[src/hw/rtl/qte_pkg.sv]
`default_nettype none
package qte_pkg;

  localparam int CORDIC_ITERATIONS_DEF = 16;
  localparam int ATAN_LEN = 24;
  localparam int PW = 35;
  localparam int XW = 38;
  localparam int ZW = 36;
  localparam int SQ_VW = 58;
  localparam int SQ_RW = 32;
  localparam int SQ_QW = 29;
  localparam int SQ_STEPS = 29;

  localparam logic signed [PW-1:0] ONE_Q28 = PW'(64'sd268435456);
  localparam logic signed [ZW-1:0] PI_Q30 = ZW'(64'sd3373259426);
  localparam logic signed [ZW-1:0] PI_Q13 = ZW'(25736);
  localparam logic signed [ZW-1:0] HALF_PI_Q13 = ZW'(12868);

  typedef struct packed {
    logic signed [XW-1:0] x;
    logic signed [XW-1:0] y;
    logic signed [ZW-1:0] z;
  } cvec_t;

  function automatic logic signed [ZW-1:0] atan_q30(input int i);
    logic [31:0] v;
    case (i)
      0: v = 32'h3243F6A8;
      1: v = 32'h1DAC6705;
      2: v = 32'h0FADBAFC;
      3: v = 32'h07F56EA6;
      4: v = 32'h03FEAB76;
      5: v = 32'h01FFD55B;
      6: v = 32'h00FFFAAA;
      7: v = 32'h007FFF55;
      8: v = 32'h003FFFEA;
      9: v = 32'h001FFFFD;
      10: v = 32'h000FFFFF;
      11: v = 32'h0007FFFF;
      12: v = 32'h0003FFFF;
      13: v = 32'h0001FFFF;
      14: v = 32'h0000FFFF;
      15: v = 32'h00007FFF;
      16: v = 32'h00003FFF;
      17: v = 32'h00001FFF;
      18: v = 32'h00000FFF;
      19: v = 32'h000007FF;
      20: v = 32'h000003FF;
      21: v = 32'h000001FF;
      22: v = 32'h000000FF;
      23: v = 32'h0000007F;
      default: v = 32'h0;
    endcase
    return $signed({{(ZW-32){1'b0}}, v});
  endfunction

  // round q.30 to q.13 and saturate
  function automatic logic signed [15:0] round_sat(input logic signed [ZW-1:0] z,
                                                   input logic signed [ZW-1:0] lim);
    logic signed [ZW-1:0] t;
    logic signed [ZW-1:0] r;
    t = z + ZW'(65536);
    r = t >>> 17;
    if (r > lim) r = lim;
    if (r < -lim) r = -lim;
    return r[15:0];
  endfunction

endpackage
`default_nettype wire

[src/hw/rtl/qte_cordic_cell.sv]
`default_nettype none
module qte_cordic_cell #(
  parameter int STEP = 0
) (
  input  wire logic            clk,
  input  wire logic            en,
  input  wire qte_pkg::cvec_t  vin,
  output qte_pkg::cvec_t       vout
);

  logic signed [qte_pkg::XW-1:0] xs;
  logic signed [qte_pkg::XW-1:0] ys;

  assign xs = vin.x >>> STEP;
  assign ys = vin.y >>> STEP;

  always_ff @(posedge clk) begin
    if (en) begin
      if (!vin.y[qte_pkg::XW-1]) begin
        vout.x <= vin.x + ys;
        vout.y <= vin.y - xs;
        vout.z <= vin.z + qte_pkg::atan_q30(STEP);
      end else begin
        vout.x <= vin.x - ys;
        vout.y <= vin.y + xs;
        vout.z <= vin.z - qte_pkg::atan_q30(STEP);
      end
    end
  end

endmodule
`default_nettype wire

[config.mk]
export PLATFORM = sky130hd
export DESIGN_NAME = qte_cordic_cell
export DESIGN_NICKNAME = d
export VERILOG_FILES = /design/src/hw/rtl/qte_pkg.sv /design/src/hw/rtl/qte_cordic_cell.sv
export SDC_FILE = /design/constraint.sdc
export NUM_CORES = 1
export LEC_CHECK = 0
export ABC_AREA = 1
export ABC_CLOCK_PERIOD_IN_PS = 2500
export BUFFER_PORTS_ARGS = -buffer_cell sky130_fd_sc_hd__clkbuf_2
export CAP_MARGIN = 20
export CORE_AREA = 2 2 241 124
export CTS_CLUSTER_DIAMETER = 100
export DETAILED_ROUTE_END_ITERATION = 12
export DIE_AREA = 0 0 243 126
export PLACE_DENSITY = 0.74
export SYNTH_ARGS = -nofsm -noshare
export SYNTH_HDL_FRONTEND = slang
export SYNTH_SLANG_ARGS = --single-unit
[constraint.sdc]
create_clock -name clk -period 2.5 [get_ports clk]
set_input_delay 0.125 -clock clk [delete_from_list [all_inputs] [get_ports clk]]
set_output_delay 0.125 -clock clk [all_outputs]
set_load 0.1 [all_outputs]
Word-level counts from Yosys, hierarchy flattened. Index checks and enable logic that the tools add are counted.

Register bits: 112. Latch bits: 0. Memory bits (writable): 0. ROM bits: 0. Output and inout bits: 112. Word-level logic and storage cells: 9. Memories: 0.

Add/subtract/negate cells: 5. Multiply operators: 0. Div/mod/pow operators: 0. Order comparisons: 0. Equal/unequal tests: 0. Shifts and indexed selects: 0. Muxes and demuxes: 1. Bitwise gates (word level): 0. Reduce and logical (&&, ||, !) cells: 0.

Operators by type and width (count): $mux 112 (1); $sub 38x38->38 (2); $add 38x38->38 (1); $add 36x31->36 const B (1); $sub 36x31->36 const B (1).

Logic depth before layout (Yosys ltp).
Word-level depth: 2. Mapped depth: 18. Gate-level depth less buffers: 17.

Worst setup path before layout. No wires, ideal clock.

Path kind: input-to-reg. From: in vin[73] (netlist name). To: reg vout[24] (netlist name), data pin. Setup time: 259 ps. Arrival: 1973 ps. Required time: 2241 ps. Setup slack: 268 ps. Cell stages on the path: 11. Path buffers: 2. Path through: inv_1 -> clkbuf_1 -> buf_6 -> ha_1 -> a21oi_1 -> nand2_1 -> a21boi_0 -> o21ai_0 -> nand2_1 -> nand2_1 -> xor2_1.

Longest elaborated chain between the ends: 1.

Ends and longest elaborated chain: from (decl) (RTL line qte_cordic_cell.sv:7) `input wire qte_pkg::cvec_t vin,`; $mux 112 (RTL line qte_cordic_cell.sv:19) `if (!vin.y[qte_pkg::XW-1]) begin`; to (decl) (RTL line qte_cordic_cell.sv:8) `output qte_pkg::cvec_t vout`.

Every way passes these cells. A chain may end at the register's enable or synchronous reset.

Final worst setup path.
From: in vin[50] (netlist name). To: reg vout[51] (netlist name), data pin.

Longest elaborated chain between the ends: 2.

Ends and longest elaborated chain (RTL line): $sub 38x38->38 or $add 38x38->38 (tied branches) (qte_cordic_cell.sv:21, qte_cordic_cell.sv:25); $mux 112 * (qte_cordic_cell.sv:19).

Mark *: on every way between the ends. The rest lies on a longest branch, timed or not.

==> impl_metrics.toml <==
[clocking]
clock-sinks = 111
cts_resized = 0
cts_tree = "yes"
cts-root-buf = "clkbuf_16"
htreeDepth = 3
clk_pin_slew_worst_paths_ps = 80
clockBufferDepth = 2
cts_buffers = 9

[floorplan]
initial_core_util = 0.4961
pin_count = 226
rows = 44
core_area_um2 = 28520
dieArea_um2 = 30620
die_h_um = 126
dieWidth_um = 243

[setup_path]
worstPathRequired_ps = 2550
cpPeakStageDelay_ps = 410
critPathKind = "in2reg"
cp_slowest_cell = "a21oi_1"
critPathMaxFanout = 10
end_kind = "flop"
cp-start-kind = "input port"
arrival_ps = 2470
worstPathCellList = "clkbuf_2 -> inv_1 -> ha_1 -> buf_12 -> a21oi_1 -> o21ai_0 -> a21oi_1 -> o21ai_2 -> or2_1 -> nand3_1 -> o21ai_0"

[yosys]
synth.avg_cell_area_um2 = 6.686
synth_area_leader_cell = "edfxtp_1"
yosysTopAreaCellShare = 0.2356
netlist_instances = 2116
synth_seq_area_share = 0.2356
synth_fp_nets = 2385
yosysWarnings = 0
netlist_area_um2 = 14150
synthTopCellsByArea = "edfxtp_1 24%, nand2_1 16%, ha_1 13%"
ys_ff_latch = 111
ys_types = 49

[timing]
fin_crit_sh = 0.9662
maxSlewViolCount = 0
worst_slew_pin_slew_ps = 833.4
setup_viol = 0
hold_viol_final = 0
fin_crit_ps = 2415
fin_ws_ps = 84.62
rsz0062_at_grt = "false"
max-slew-margin-rel = 0.4385
timing.fmax_mhz = 414.0

[layout]
regMostFlops = "vout"
areaGrowthSynthToFinish_pct = 19.07
top_regs = "vout (111)"
fin_cells = 2846
nets = 2717
drive_above_1_share = 0.2112
largest_reg_flops = 111

[power]
p_int_mw = 4.494
peakVddDrop_mv = 0.3763
switching_share = 0.5453
p_switching_mw = 5.390
seq_power_share = 0.253
powerDensity_nw_per_um2 = 586.8
p_clk_frac = 0.157
p_comb_frac = 0.591
p_leak_nw = 8.759

[routing]
drtPass1Iterations = 6
via_per_inst = 5.668
drt_iter0_drc = 2351
num_vias = 16130
wirelength_mm = 58.70
wire_per_inst_um = 20.62
drc = 0
antenna_left = 0

[global_route]
grt_pass1_vias = 14270
grt_overflow = 0
grt_max_degree = 53
antenna_found_initial = 2
grt_first_pass_wirelength_mm = 86.17
grt_usage = 0.3770

[placed_design]
dp_slack_ps = -168.6
io_buffers = 225
place.gp.congestion = 1.107
post-place-cells = 2825
dp_hpwl_mm = 50.25

[worst_hold_path]
hp-class = "in2reg"

[job]
max_cap_viol_count = 0

[run_status]
outcome = "finished, final reports clean"
[final timing paths]
check,from,endpoint,slack (ps),cells past startpoint
worst max-delay path,vin[50],vout[51],80,11
worst min-delay path,vin[3],vout[3],20,2
[stage by stage]
step	area (um^2)	total power [mW]	setup TNS, ps	hold WS [ps]	util
after floorplan	14150	6.560	0	223.9	-
after global placement	16520	8.134	-68.51	302.3	0.5793
after detailed placement	16520	8.182	-215.4	306.7	0.5793
after CTS	16840	9.727	0	9.498	0.5906
after global routing	16850	10.26	0	29.94	0.5907
final	16850	9.885	0	18.04	0.5907
[repair_timing]
| action | CTS | global route |
|---|---|---|
| hold endpoints to repair | 3 | 0 |
| setup buffers | 0 | 0 |
| hold buffers | 3 | 0 |
[routing by layer]
layer  global-route usage  share of wire  up-vias
li1                     -              -     7581
met1               0.6083           0.47     7382
met2               0.4212           0.33     1116
met3               0.1965           0.19       53
met4              0.04836         0.0092        0
met5                    0              0        -
[synthesized netlist by cell type, drive strengths merged]
master  number
nand2      624
inv        305
nor2       201
a21oi      186
nand3      171
ha         151
o21ai      140
edfxtp     111
buf         46
xor2        42
o21bai      22
nor3        20
nand4       17
a21o        12
o22ai       12
xnor2        8
o21a         7
clkbuf       6
a21boi       5
or2          5
fa           4
nand3b       4
o211ai       4
nor4         3
a211oi       2
a31oi        2
and2         2
clkinv       2
mux2i        1
nor3b        1
[logic make-up after synthesis]
group / share of synthesized area
muxes: 0.0007075
AOI/OAI and AO/OA: 0.1548
xor gates and xnor gates: 0.03095
DFF: 0.2356
buffers and inverters: 0.1117
adders and majority gates: 0.1392
and+or+nand+nor: 0.3271
[power by group through the flow]
stage | registers (mW) | clock network (mW) | logic (mW)
6_report | 2.50 | 1.55 | 5.84
5_1_grt | 2.52 | 1.63 | 6.11
4_1_cts | 2.50 | 1.56 | 5.66
3_5_place_dp | 2.54 | 0 | 5.64
3_3_place_gp | 2.53 | 0 | 5.61
2_1_floorplan | 4.48 | 0 | 2.08
[worst max-delay path, delay by kind of cell]
family,cells,cell delay (ps)
and+or+nand+nor,2,290
adders and majority gates,1,350
AOI/OAI and AO/OA,5,1360
buffers and inverters,3,340
[layout make-up]
type,instances,area [um^2]
Tap cell,391,489.2
Fill cell,2772,11670
Clock buffer,10,229.0
Inverter,307,1155
Clock inverter,6,62.56
Sequential cell,111,3333
Antenna cell,2,5.005
Multi-Input combinational cell,1646,9235
Timing Repair Buffer,373,2337
[cell usage in the layout (no fill, tap or decap), drive strengths merged]
master,instances
nand2,624
inv,309
clkbuf,233
nor2,201
a21oi,186
nand3,171
ha,151
buf,147
o21ai,140
edfxtp,111
xor2,42
o21bai,22
nor3,20
nand4,17
a21o,12
o22ai,12
xnor2,8
o21a,7
a21boi,5
or2,5
nand3b,4
o211ai,4
fa,4
clkinv,4
nor4,3
dlygate4sd3,3
diode,2
a211oi,2
a31oi,2
and2,2
nor3b,1
mux2i,1
Note: power is estimated with default switching activity, not from simulation.
