===== src/hw/rtl/qte_pkg.sv =====
`default_nettype none
package qte_pkg;

  localparam int CORDIC_ITERATIONS_DEF = 16;
  localparam int ATAN_LEN = 24;
  localparam int PW = 35;
  localparam int XW = 38;
  localparam int ZW = 36;
  localparam int SQ_VW = 58;
  localparam int SQ_RW = 32;
  localparam int SQ_QW = 29;
  localparam int SQ_STEPS = 29;

  localparam logic signed [PW-1:0] ONE_Q28 = PW'(64'sd268435456);
  localparam logic signed [ZW-1:0] PI_Q30 = ZW'(64'sd3373259426);
  localparam logic signed [ZW-1:0] PI_Q13 = ZW'(25736);
  localparam logic signed [ZW-1:0] HALF_PI_Q13 = ZW'(12868);

  typedef struct packed {
    logic signed [XW-1:0] x;
    logic signed [XW-1:0] y;
    logic signed [ZW-1:0] z;
  } cvec_t;

  function automatic logic signed [ZW-1:0] atan_q30(input int i);
    logic [31:0] v;
    case (i)
      0: v = 32'h3243F6A8;
      1: v = 32'h1DAC6705;
      2: v = 32'h0FADBAFC;
      3: v = 32'h07F56EA6;
      4: v = 32'h03FEAB76;
      5: v = 32'h01FFD55B;
      6: v = 32'h00FFFAAA;
      7: v = 32'h007FFF55;
      8: v = 32'h003FFFEA;
      9: v = 32'h001FFFFD;
      10: v = 32'h000FFFFF;
      11: v = 32'h0007FFFF;
      12: v = 32'h0003FFFF;
      13: v = 32'h0001FFFF;
      14: v = 32'h0000FFFF;
      15: v = 32'h00007FFF;
      16: v = 32'h00003FFF;
      17: v = 32'h00001FFF;
      18: v = 32'h00000FFF;
      19: v = 32'h000007FF;
      20: v = 32'h000003FF;
      21: v = 32'h000001FF;
      22: v = 32'h000000FF;
      23: v = 32'h0000007F;
      default: v = 32'h0;
    endcase
    return $signed({{(ZW-32){1'b0}}, v});
  endfunction

  // round q.30 to q.13 and saturate
  function automatic logic signed [15:0] round_sat(input logic signed [ZW-1:0] z,
                                                   input logic signed [ZW-1:0] lim);
    logic signed [ZW-1:0] t;
    logic signed [ZW-1:0] r;
    t = z + ZW'(65536);
    r = t >>> 17;
    if (r > lim) r = lim;
    if (r < -lim) r = -lim;
    return r[15:0];
  endfunction

endpackage
`default_nettype wire


===== src/hw/rtl/qte_sqrt_cell.sv =====
`default_nettype none
module qte_sqrt_cell (
  input  wire logic                        clk,
  input  wire logic                        en,
  input  wire logic [qte_pkg::SQ_RW-1:0]   rem_in,
  input  wire logic [qte_pkg::SQ_QW-1:0]   root_in,
  input  wire logic [qte_pkg::SQ_VW-1:0]   val_in,
  output logic      [qte_pkg::SQ_RW-1:0]   rem_out,
  output logic      [qte_pkg::SQ_QW-1:0]   root_out,
  output logic      [qte_pkg::SQ_VW-1:0]   val_out
);

  logic [qte_pkg::SQ_RW-1:0] trial_rem;
  logic [qte_pkg::SQ_RW-1:0] trial_sub;

  assign trial_rem = {rem_in[qte_pkg::SQ_RW-3:0], val_in[qte_pkg::SQ_VW-1 -: 2]};
  assign trial_sub = qte_pkg::SQ_RW'({root_in, 2'b01});

  always_ff @(posedge clk) begin
    if (en) begin
      val_out <= val_in << 2;
      if (trial_rem >= trial_sub) begin
        rem_out  <= trial_rem - trial_sub;
        root_out <= {root_in[qte_pkg::SQ_QW-2:0], 1'b1};
      end else begin
        rem_out  <= trial_rem;
        root_out <= {root_in[qte_pkg::SQ_QW-2:0], 1'b0};
      end
    end
  end

endmodule
`default_nettype wire


===== config.mk =====
export PLATFORM = sky130hd
export DESIGN_NAME = qte_sqrt_cell
export DESIGN_NICKNAME = d
export VERILOG_FILES = /design/src/hw/rtl/qte_pkg.sv /design/src/hw/rtl/qte_sqrt_cell.sv
export SDC_FILE = /design/constraint.sdc
export NUM_CORES = 1
export LEC_CHECK = 0
export ABC_AREA = 0
export BUFFER_PORTS_ARGS = -buffer_cell sky130_fd_sc_hd__buf_2
export CELL_PAD_IN_SITES_DETAIL_PLACEMENT = 2
export CELL_PAD_IN_SITES_GLOBAL_PLACEMENT = 2
export CORE_ASPECT_RATIO = 1.2
export CORE_UTILIZATION = 32
export CTS_CLUSTER_DIAMETER = 150
export DETAILED_ROUTE_END_ITERATION = 7
export PLACE_DENSITY_LB_ADDON = 0.25
export SETUP_SLACK_MARGIN = 0.4
export SLEW_MARGIN = 20
export SYNTH_ARGS = -nofsm -noshare
export SYNTH_HDL_FRONTEND = slang
export SYNTH_SLANG_ARGS = --single-unit

===== constraint.sdc =====
create_clock -name clk -period 8.08 [get_ports clk]
set_input_delay 1.616 -clock clk [delete_from_list [all_inputs] [get_ports clk]]
set_output_delay 1.616 -clock clk [all_outputs]
set_load 0.02 [all_outputs]

== Word level (Yosys, flattened, before mapping) ==
Index checks and enable logic that the tools add are counted.

* $add $sub $neg: 1
* $mul: 0
* Divide/modulo/power cells: 0
* $lt $le $gt $ge: 1
* Equality and inequality tests: 0
* Shift-type cells: 0
* Multiplexer cells: 2
* Bitwise logic cells: 0
* Reductions and logical operators: 0

{| class="wikitable"
|+ Operators by type and width
! cell !! count
|-
| 32-bit by 31-bit >= comparator with 1-bit output || 1
|-
| 32-bit two-way mux || 1
|-
| 32-bit by 31-bit subtractor with 32-bit output || 1
|-
| 1-bit two-way mux || 1
|}

* Flip-flop bits (word level): 117
* Latch bits: 0
* Memory bits (writable): 0
* Bits in read-only memories: 0
* Output and inout bits: 119
* Logic and storage cells: 7
* Memories: 0

== Logic depth before layout (Yosys ltp) ==
Gate-level depths: netlist of the first run.

* Depth in word-level cells: 2
* Mapped depth: 11
* Gate-level depth less buffers: 10

== Least setup slack after synthesis of the first run ==
OpenSTA, ideal clock, no wires.

* Path kind: input -> register
* Start: input port root_in[12] (netlist bit)
* End: register rem_out[30] (netlist bit) (data pin)
* Setup time: 0.260 ns
* Data arrival time: 3.599 ns
* Data required time: 7.820 ns
* Path slack: 4.221 ns
* Stages on the path: 10
* Cells stage by stage: inv_1 -> ha_1 -> buf_2 -> nand4_1 -> or4_1 -> o211ai_1 -> o221ai_2 -> nand2_4 -> buf_6 -> mux2_2

* Cells in the longest elaborated chain, start to end: 2
* Elaborated cells between the ends (all ways): 3
* Classes of those cells: add/sub (1); order compare (1); mux (1)

{| class="wikitable"
|+ Ends and longest elaborated chain
! element !! RTL line !! RTL
|-
| from (decl) || qte_sqrt_cell.sv:6 || <nowiki>input wire logic [qte_pkg::SQ_QW-1:0] root_in,</nowiki>
|-
| 32-bit by 31-bit subtractor with 32-bit output or 32-bit by 31-bit >= comparator with 1-bit output (tied branches) || qte_sqrt_cell.sv:23, qte_sqrt_cell.sv:22 ||
|-
| 32-bit two-way mux * || qte_sqrt_cell.sv:22 || <nowiki>if (trial_rem >= trial_sub) begin</nowiki>
|-
| to (signal assigned) || qte_sqrt_cell.sv:23 || <nowiki>rem_out <= trial_rem - trial_sub;</nowiki>
|-
| to (signal assigned) || qte_sqrt_cell.sv:26 || <nowiki>rem_out <= trial_rem;</nowiki>
|-
| to (decl) || qte_sqrt_cell.sv:8 || <nowiki>output logic [qte_pkg::SQ_RW-1:0] rem_out,</nowiki>
|}

Mark *: on every way between the ends. The rest lies on a longest branch, timed or not.
A chain may end at the register's enable or synchronous reset.

== Worst setup path after layout of the first run ==
* Start: input port root_in[3] (netlist bit)
* End: register rem_out[19] (netlist bit) (data pin)

Same word-level chain as after synthesis.

==> impl_metrics.env, run 1 <==
export IMPL_wirelength_um=18300
export IMPL_ant_nets=0
export IMPL_grt_pass1_wl_um=28400
export IMPL_fin_ws_ps=3840
export IMPL_nets=852
export IMPL_clkTransAtPathRegs_ps=60
export IMPL_leakagePower_uw=0.00344
export IMPL_yosys_top_cells_count="117 x edfxtp_1, 55 x a21oi_1, 38 x inv_1, 36 x nor2_1, 31 x ha_1"
export IMPL_ctsHtreeMaxLevel=4
export IMPL_power_frac_clock_pct=41.3
export IMPL_finalSetupViolCount=0
export IMPL_cts_num_sinks=117
export IMPL_wl_per_cell_um=19.7
export IMPL_synthesis_area_um2=5760
export IMPL_synth_edf_count=117
export IMPL_ir_drop_v=0.000126
export IMPL_dpl_cell_area_um2=7150
export IMPL_power_internal_uw=1400
export IMPL_finish_utilization_pct=44.2
export IMPL_layout_drive_gt1_share_pct=40.3
export IMPL_drt_iter0_drc=168
export IMPL_critical_path_class="primary input to flip-flop"
export IMPL_postLayoutCellArea_um2=7770
export IMPL_ios=240
export IMPL_dieWidth_um=124
export IMPL_grt_max_degree=77
export IMPL_cts_root_buf="clkbuf_16"
export IMPL_avgSynthCellArea_um2=12.6
export IMPL_p_sw_uw=552
export IMPL_holdBufCountCts=0
export IMPL_rsz0062_at_grt="false"
export IMPL_grt_util_all_layers_pct=20.2
export IMPL_first_pass_iters=7
export IMPL_hold_path_class="primary input to flip-flop"
export IMPL_whs_ps=1380
export IMPL_start_kind="primary input"
export IMPL_required_ps=8240
export IMPL_worst_pin_slew_ps=979
export IMPL_sw_frac_of_total_pct=28.3
export IMPL_max_freq_mhz=236
export IMPL_finalHoldViolCount=0
export IMPL_yosysSeqAreaShare_pct=61.0
export IMPL_die_h_um=149
export IMPL_p_seq_share_pct=39.0
export IMPL_tns_ps=0
export IMPL_yosysWarnings=0
export IMPL_vias=4615
export IMPL_synthTopCellsByArea="edfxtp_1 61%, ha_1 6.7%, a21oi_1 4.8%"
export IMPL_relSlewSlack_pct=34.7
export IMPL_globalRoute_totalOverflow=0
export IMPL_yosys_area_top_type_share_pct=61.0
export IMPL_async_flop_share_pct=0
export IMPL_cts_tree="built"
export IMPL_grt_pass1_vias=5069
export IMPL_core_area_um2=17600
export IMPL_ys_ff_latch=117
export IMPL_netlist_cell_type_count=56
export IMPL_yosysTopAreaCell="edfxtp_1"
export IMPL_post_route_period_util_pct=52.4
export IMPL_diodes=0
export IMPL_dp_hpwl_um=14400
export IMPL_place_gp_congestion=0.770
export IMPL_synth_most_common_cell="edfxtp_1"
export IMPL_drv_slew=0
export IMPL_finalCriticalPeriod_ps=4240
export IMPL_drc=0
export IMPL_cp_arrival_ps=4400
export IMPL_antenna_found_initial=1
export IMPL_syn_to_final_growth_pct=35.0
export IMPL_synth_main_ff_cell="edfxtp_1"
export IMPL_numPortBuffers=235
export IMPL_cap_violations=0
export IMPL_vias_per_cell=4.95
export IMPL_outcome="finished, final reports clean"
export IMPL_post_cts_buffers=0
export IMPL_pwr_share_comb_pct=19.7
export IMPL_cp_max_fo=52
export IMPL_dieArea_um2=18500
export IMPL_clockBufferDepth=2
export IMPL_p_per_area_nw_per_um2=251
export IMPL_start_util_pct=32.8
export IMPL_endpoint_kind="flip-flop"
export IMPL_post_cts_resized=0
export IMPL_num_rows=53
export IMPL_whs_path_depth=1
export IMPL_cts_made_buffers=17
export IMPL_synth_cells=458
export IMPL_post_place_ws_ps=3380
==> cell usage in the layout, fill, tap and decap left out, types with 4 or more instances in the layout <==
cell type  count
a21o_1        14
a21oi_1       55
and3_1         4
buf_2        234
bufinv_16      4
clkbuf_16     17
clkinv_4       5
edfxtp_1     117
ha_1          31
inv_1         38
mux2_2         6
nand2_1       20
nand2b_1       5
nand3_1        8
nand4_1        6
nor2_1        36
nor3_1         8
o21ai_0       10
o21bai_1       5
xnor2_1       14
xor2_1        13
==> flip-flops by register name, summed over array words and instances (netlist names) <==
register	count
val_out	56
rem_out	32
root_out	29
==> stage by stage <==
stage | std cells | total power [uW]
final | 932 | 1950
after floorplan | 459 | 1010
after CTS | 932 | 1980
after global routing | 932 | 2040
after detailed placement | 901 | 1160
after global placement | 901 | 1140
==> critical path, stage by stage <==
cell	delay [ps]
buf_2	90
inv_1	40
ha_1	410
nand4_2	180
a211oi_4	280
o31ai_4	160
o31ai_4	410
o221ai_2	250
nand2_4	500
mux2_2	410
==> power by group through the flow <==
stage,Sequential [uW],Combinational (uW),Clock (uW)
floorplan,851,158,0
detailed placement,775,387,0
finish,761,384,807
global placement,769,374,0
CTS,763,391,829
global route,767,416,856
==> path summary, 6_finish.rpt <==
path	endpoint	slack, ps	startpoint
worst max-delay path	rem_out[19]	3840	root_in[3]
worst min-delay path	val_out[40]	1380	val_in[38]
==> final cells by class <==
| cell class | count | area, um2 |
|---|---|---|
| fillers | 1817 | 9800 |
| flip-flops and latches | 117 | 3510 |
| clock buffers | 17 | 425 |
| well taps | 220 | 275 |
| clock inverters | 14 | 200 |
| inverters | 38 | 143 |
| multi-input cells | 290 | 2030 |
| repair buffers | 236 | 1190 |
==> layer usage <==
layer,share of wire (%),track usage [%]
met1,40,22.6
met2,53,37.3
met3,5.2,5.92
met4,1.1,5.30
met5,0,0
==> kinds of logic (layout without fill, tap and decap cells) <==
family / count (synthesis) / after routing / share of synthesized area (%)
other: 1 / 2 / 0.0651
adder cells (fa/ha/maj): 31 / 31 / 6.73
XOR/XNOR: 27 / 27 / 4.11
flip-flops: 117 / 117 / 61.0
multiplexers: 9 / 9 / 1.76
AND/OR/NAND/NOR: 103 / 103 / 8.80
buffers and inverters: 52 / 305 / 3.78
AO/OA/AOI/OAI: 118 / 118 / 13.8
Note: power is estimated with default switching activity, not from simulation.
==> run 2, diff against run 1 <==
CORE_UTILIZATION = 30   (was 32)
clock period = 4.15 ns   (was 8.08 ns; I/O delays follow)
==> run 2 against run 1 <==
  * Die area grew 6.6%
  * Total power grew 98%
  * Sequential power grew 94%
  * Via count grew 1.0%
  * First-iteration DRC count shrank 26%
  * Cell area grew 1.6%
  * Non-clock buffer count grew 8
  * Utilization shrank 2.4 points
  * Critical endpoint is now rem_out[6]
  * Global-route usage shrank 1.4 points
  * Critical path depth shrank 1
  * Highest routed layer is now met5
  * Count of clock-buffer cells in the layout is the same
==> impl_metrics.env, run 2 (synthesis results as in run 1) <==
export IMPL_globalRoute_totalOverflow=0
export IMPL_register_area_um2=3510
export IMPL_ios=240
export IMPL_grt_max_degree=63
export IMPL_top_regs="val_out (56), rem_out (32), root_out (29)"
export IMPL_wirelength_um=18100
export IMPL_critical_path_class="primary input to flip-flop"
export IMPL_worstHoldStart="val_in[0]"
export IMPL_antenna_found_initial=1
export IMPL_cp_max_fo=31
export IMPL_vias_per_cell=4.77
export IMPL_largest_reg_flops=56
export IMPL_rsz0062_at_grt="false"
export IMPL_finalHoldViolCount=0
export IMPL_start_kind="primary input"
export IMPL_vias=4663
export IMPL_grt_util_all_layers_pct=18.8
export IMPL_drc=0
export IMPL_cp_arrival_ps=3480
export IMPL_max_stage_delay_ps=650
export IMPL_max_freq_mhz=302
export IMPL_fin_cells=977
export IMPL_worst_pin_slew_ps=849
export IMPL_tns_ps=0
export IMPL_endpoint_kind="flip-flop"
export IMPL_grt_pass1_vias=5294
export IMPL_post_cts_buffers=0
export IMPL_nets=860
export IMPL_multi_input_comb_area_um2=2030
export IMPL_syn_to_final_growth_pct=37.1
export IMPL_crit_buf_inv=2
export IMPL_die_h_um=154
export IMPL_hold_path_class="primary input to flip-flop"
export IMPL_diodes=0
export IMPL_layout_drive_gt1_share_pct=41.1
export IMPL_dp_cells=945
export IMPL_path_cells="buf_2 -> inv_1 -> ha_1 -> nand4_1 -> or4_1 -> o211ai_1 -> o221ai_2 -> nand2_4 -> mux2_2"
export IMPL_num_rows=55
export IMPL_clockBufferDepth=2
export IMPL_numPortBuffers=235
export IMPL_dieWidth_um=128
export IMPL_leakagePower_uw=0.00349
export IMPL_place_gp_congestion=0.768
export IMPL_post_cts_resized=0
export IMPL_cts_num_sinks=117
export IMPL_cap_violations=0
export IMPL_start_util_pct=30.5
export IMPL_regMostFlops="val_out"
export IMPL_required_ps=4320
export IMPL_final_cell_mix="234 x buf_2, 117 x edfxtp_1, 55 x a21oi_1, 38 x inv_1, 36 x nor2_1"
export IMPL_dp_hpwl_um=13800
export IMPL_dieArea_um2=19800
export IMPL_holdBufCountCts=0
export IMPL_cts_root_buf="clkbuf_16"
export IMPL_drv_slew=0
export IMPL_outcome="finished, final reports clean"
export IMPL_core_area_um2=18900
export IMPL_ant_nets=0
export IMPL_cts_tree="built"
export IMPL_finalCriticalPeriod_ps=3310
export IMPL_ir_drop_v=0.000251
export IMPL_relSlewSlack_pct=43.4
export IMPL_crit_slowest_cell="or4_1"
export IMPL_grt_pass1_wl_um=27900
export IMPL_clkTransAtPathRegs_ps=60
export IMPL_final_common_cell="buf_2"
export IMPL_post_route_period_util_pct=79.8
export IMPL_drt_iter0_drc=125
export IMPL_wl_per_cell_um=18.5
export IMPL_first_pass_iters=6
export IMPL_finalSetupViolCount=0
export IMPL_p_per_area_nw_per_um2=491
export IMPL_crit_family="simple AND/OR/NAND/NOR gates"
export IMPL_ctsHtreeMaxLevel=4
export IMPL_critPathLaunch="root_in[11]"
export IMPL_fillers=2034
export IMPL_cts_made_buffers=17
## run 2: power by group
group          total, uW  switching, uW  leakage, uW  internal (uW)
clock network       1630            611     0.000313           1020
logic                762            484      0.00203            278
registers           1480           31.4      0.00115           1450
total               3870           1130      0.00349           2750
## run 2: final timing paths
check,endpoint,slack (ps),cells past startpoint
worst max-delay path,rem_out[6],840,9
worst min-delay path,val_out[2],570,1
## run 2: cell type report
cell class,count,share of cell area [%]
Tap cell,256,4.06
Timing Repair Buffer,244,15.8
Sequential cell,117,44.5
Inverter,38,1.81
Multi-Input combinational cell,290,25.7
Clock inverter,15,2.74
Clock buffer,17,5.39
## run 2: stage by stage
step                hold slack [ps]  setup WS [ps]  utilization [%]  total power, uW  instance area [um2]
global route                    555            642             41.9             4030                 7900
CTS                             547            805             41.9             3940                 7900
floorplan                       929           1080                -             1960                 5760
detailed placement             1010            372             38.5             2270                 7250
finish                          572            837             41.9             3870                 7900
global placement               1010            485             38.5             2230                 7250
## run 2: per-layer routing
metal	vias up	track usage [%]	part of all wire, %
met5	-	0	0.072
met4	2	7.11	2.0
met3	31	4.91	5.1
met2	140	36.6	57
met1	2280	18.7	36
li1	2210	-	-
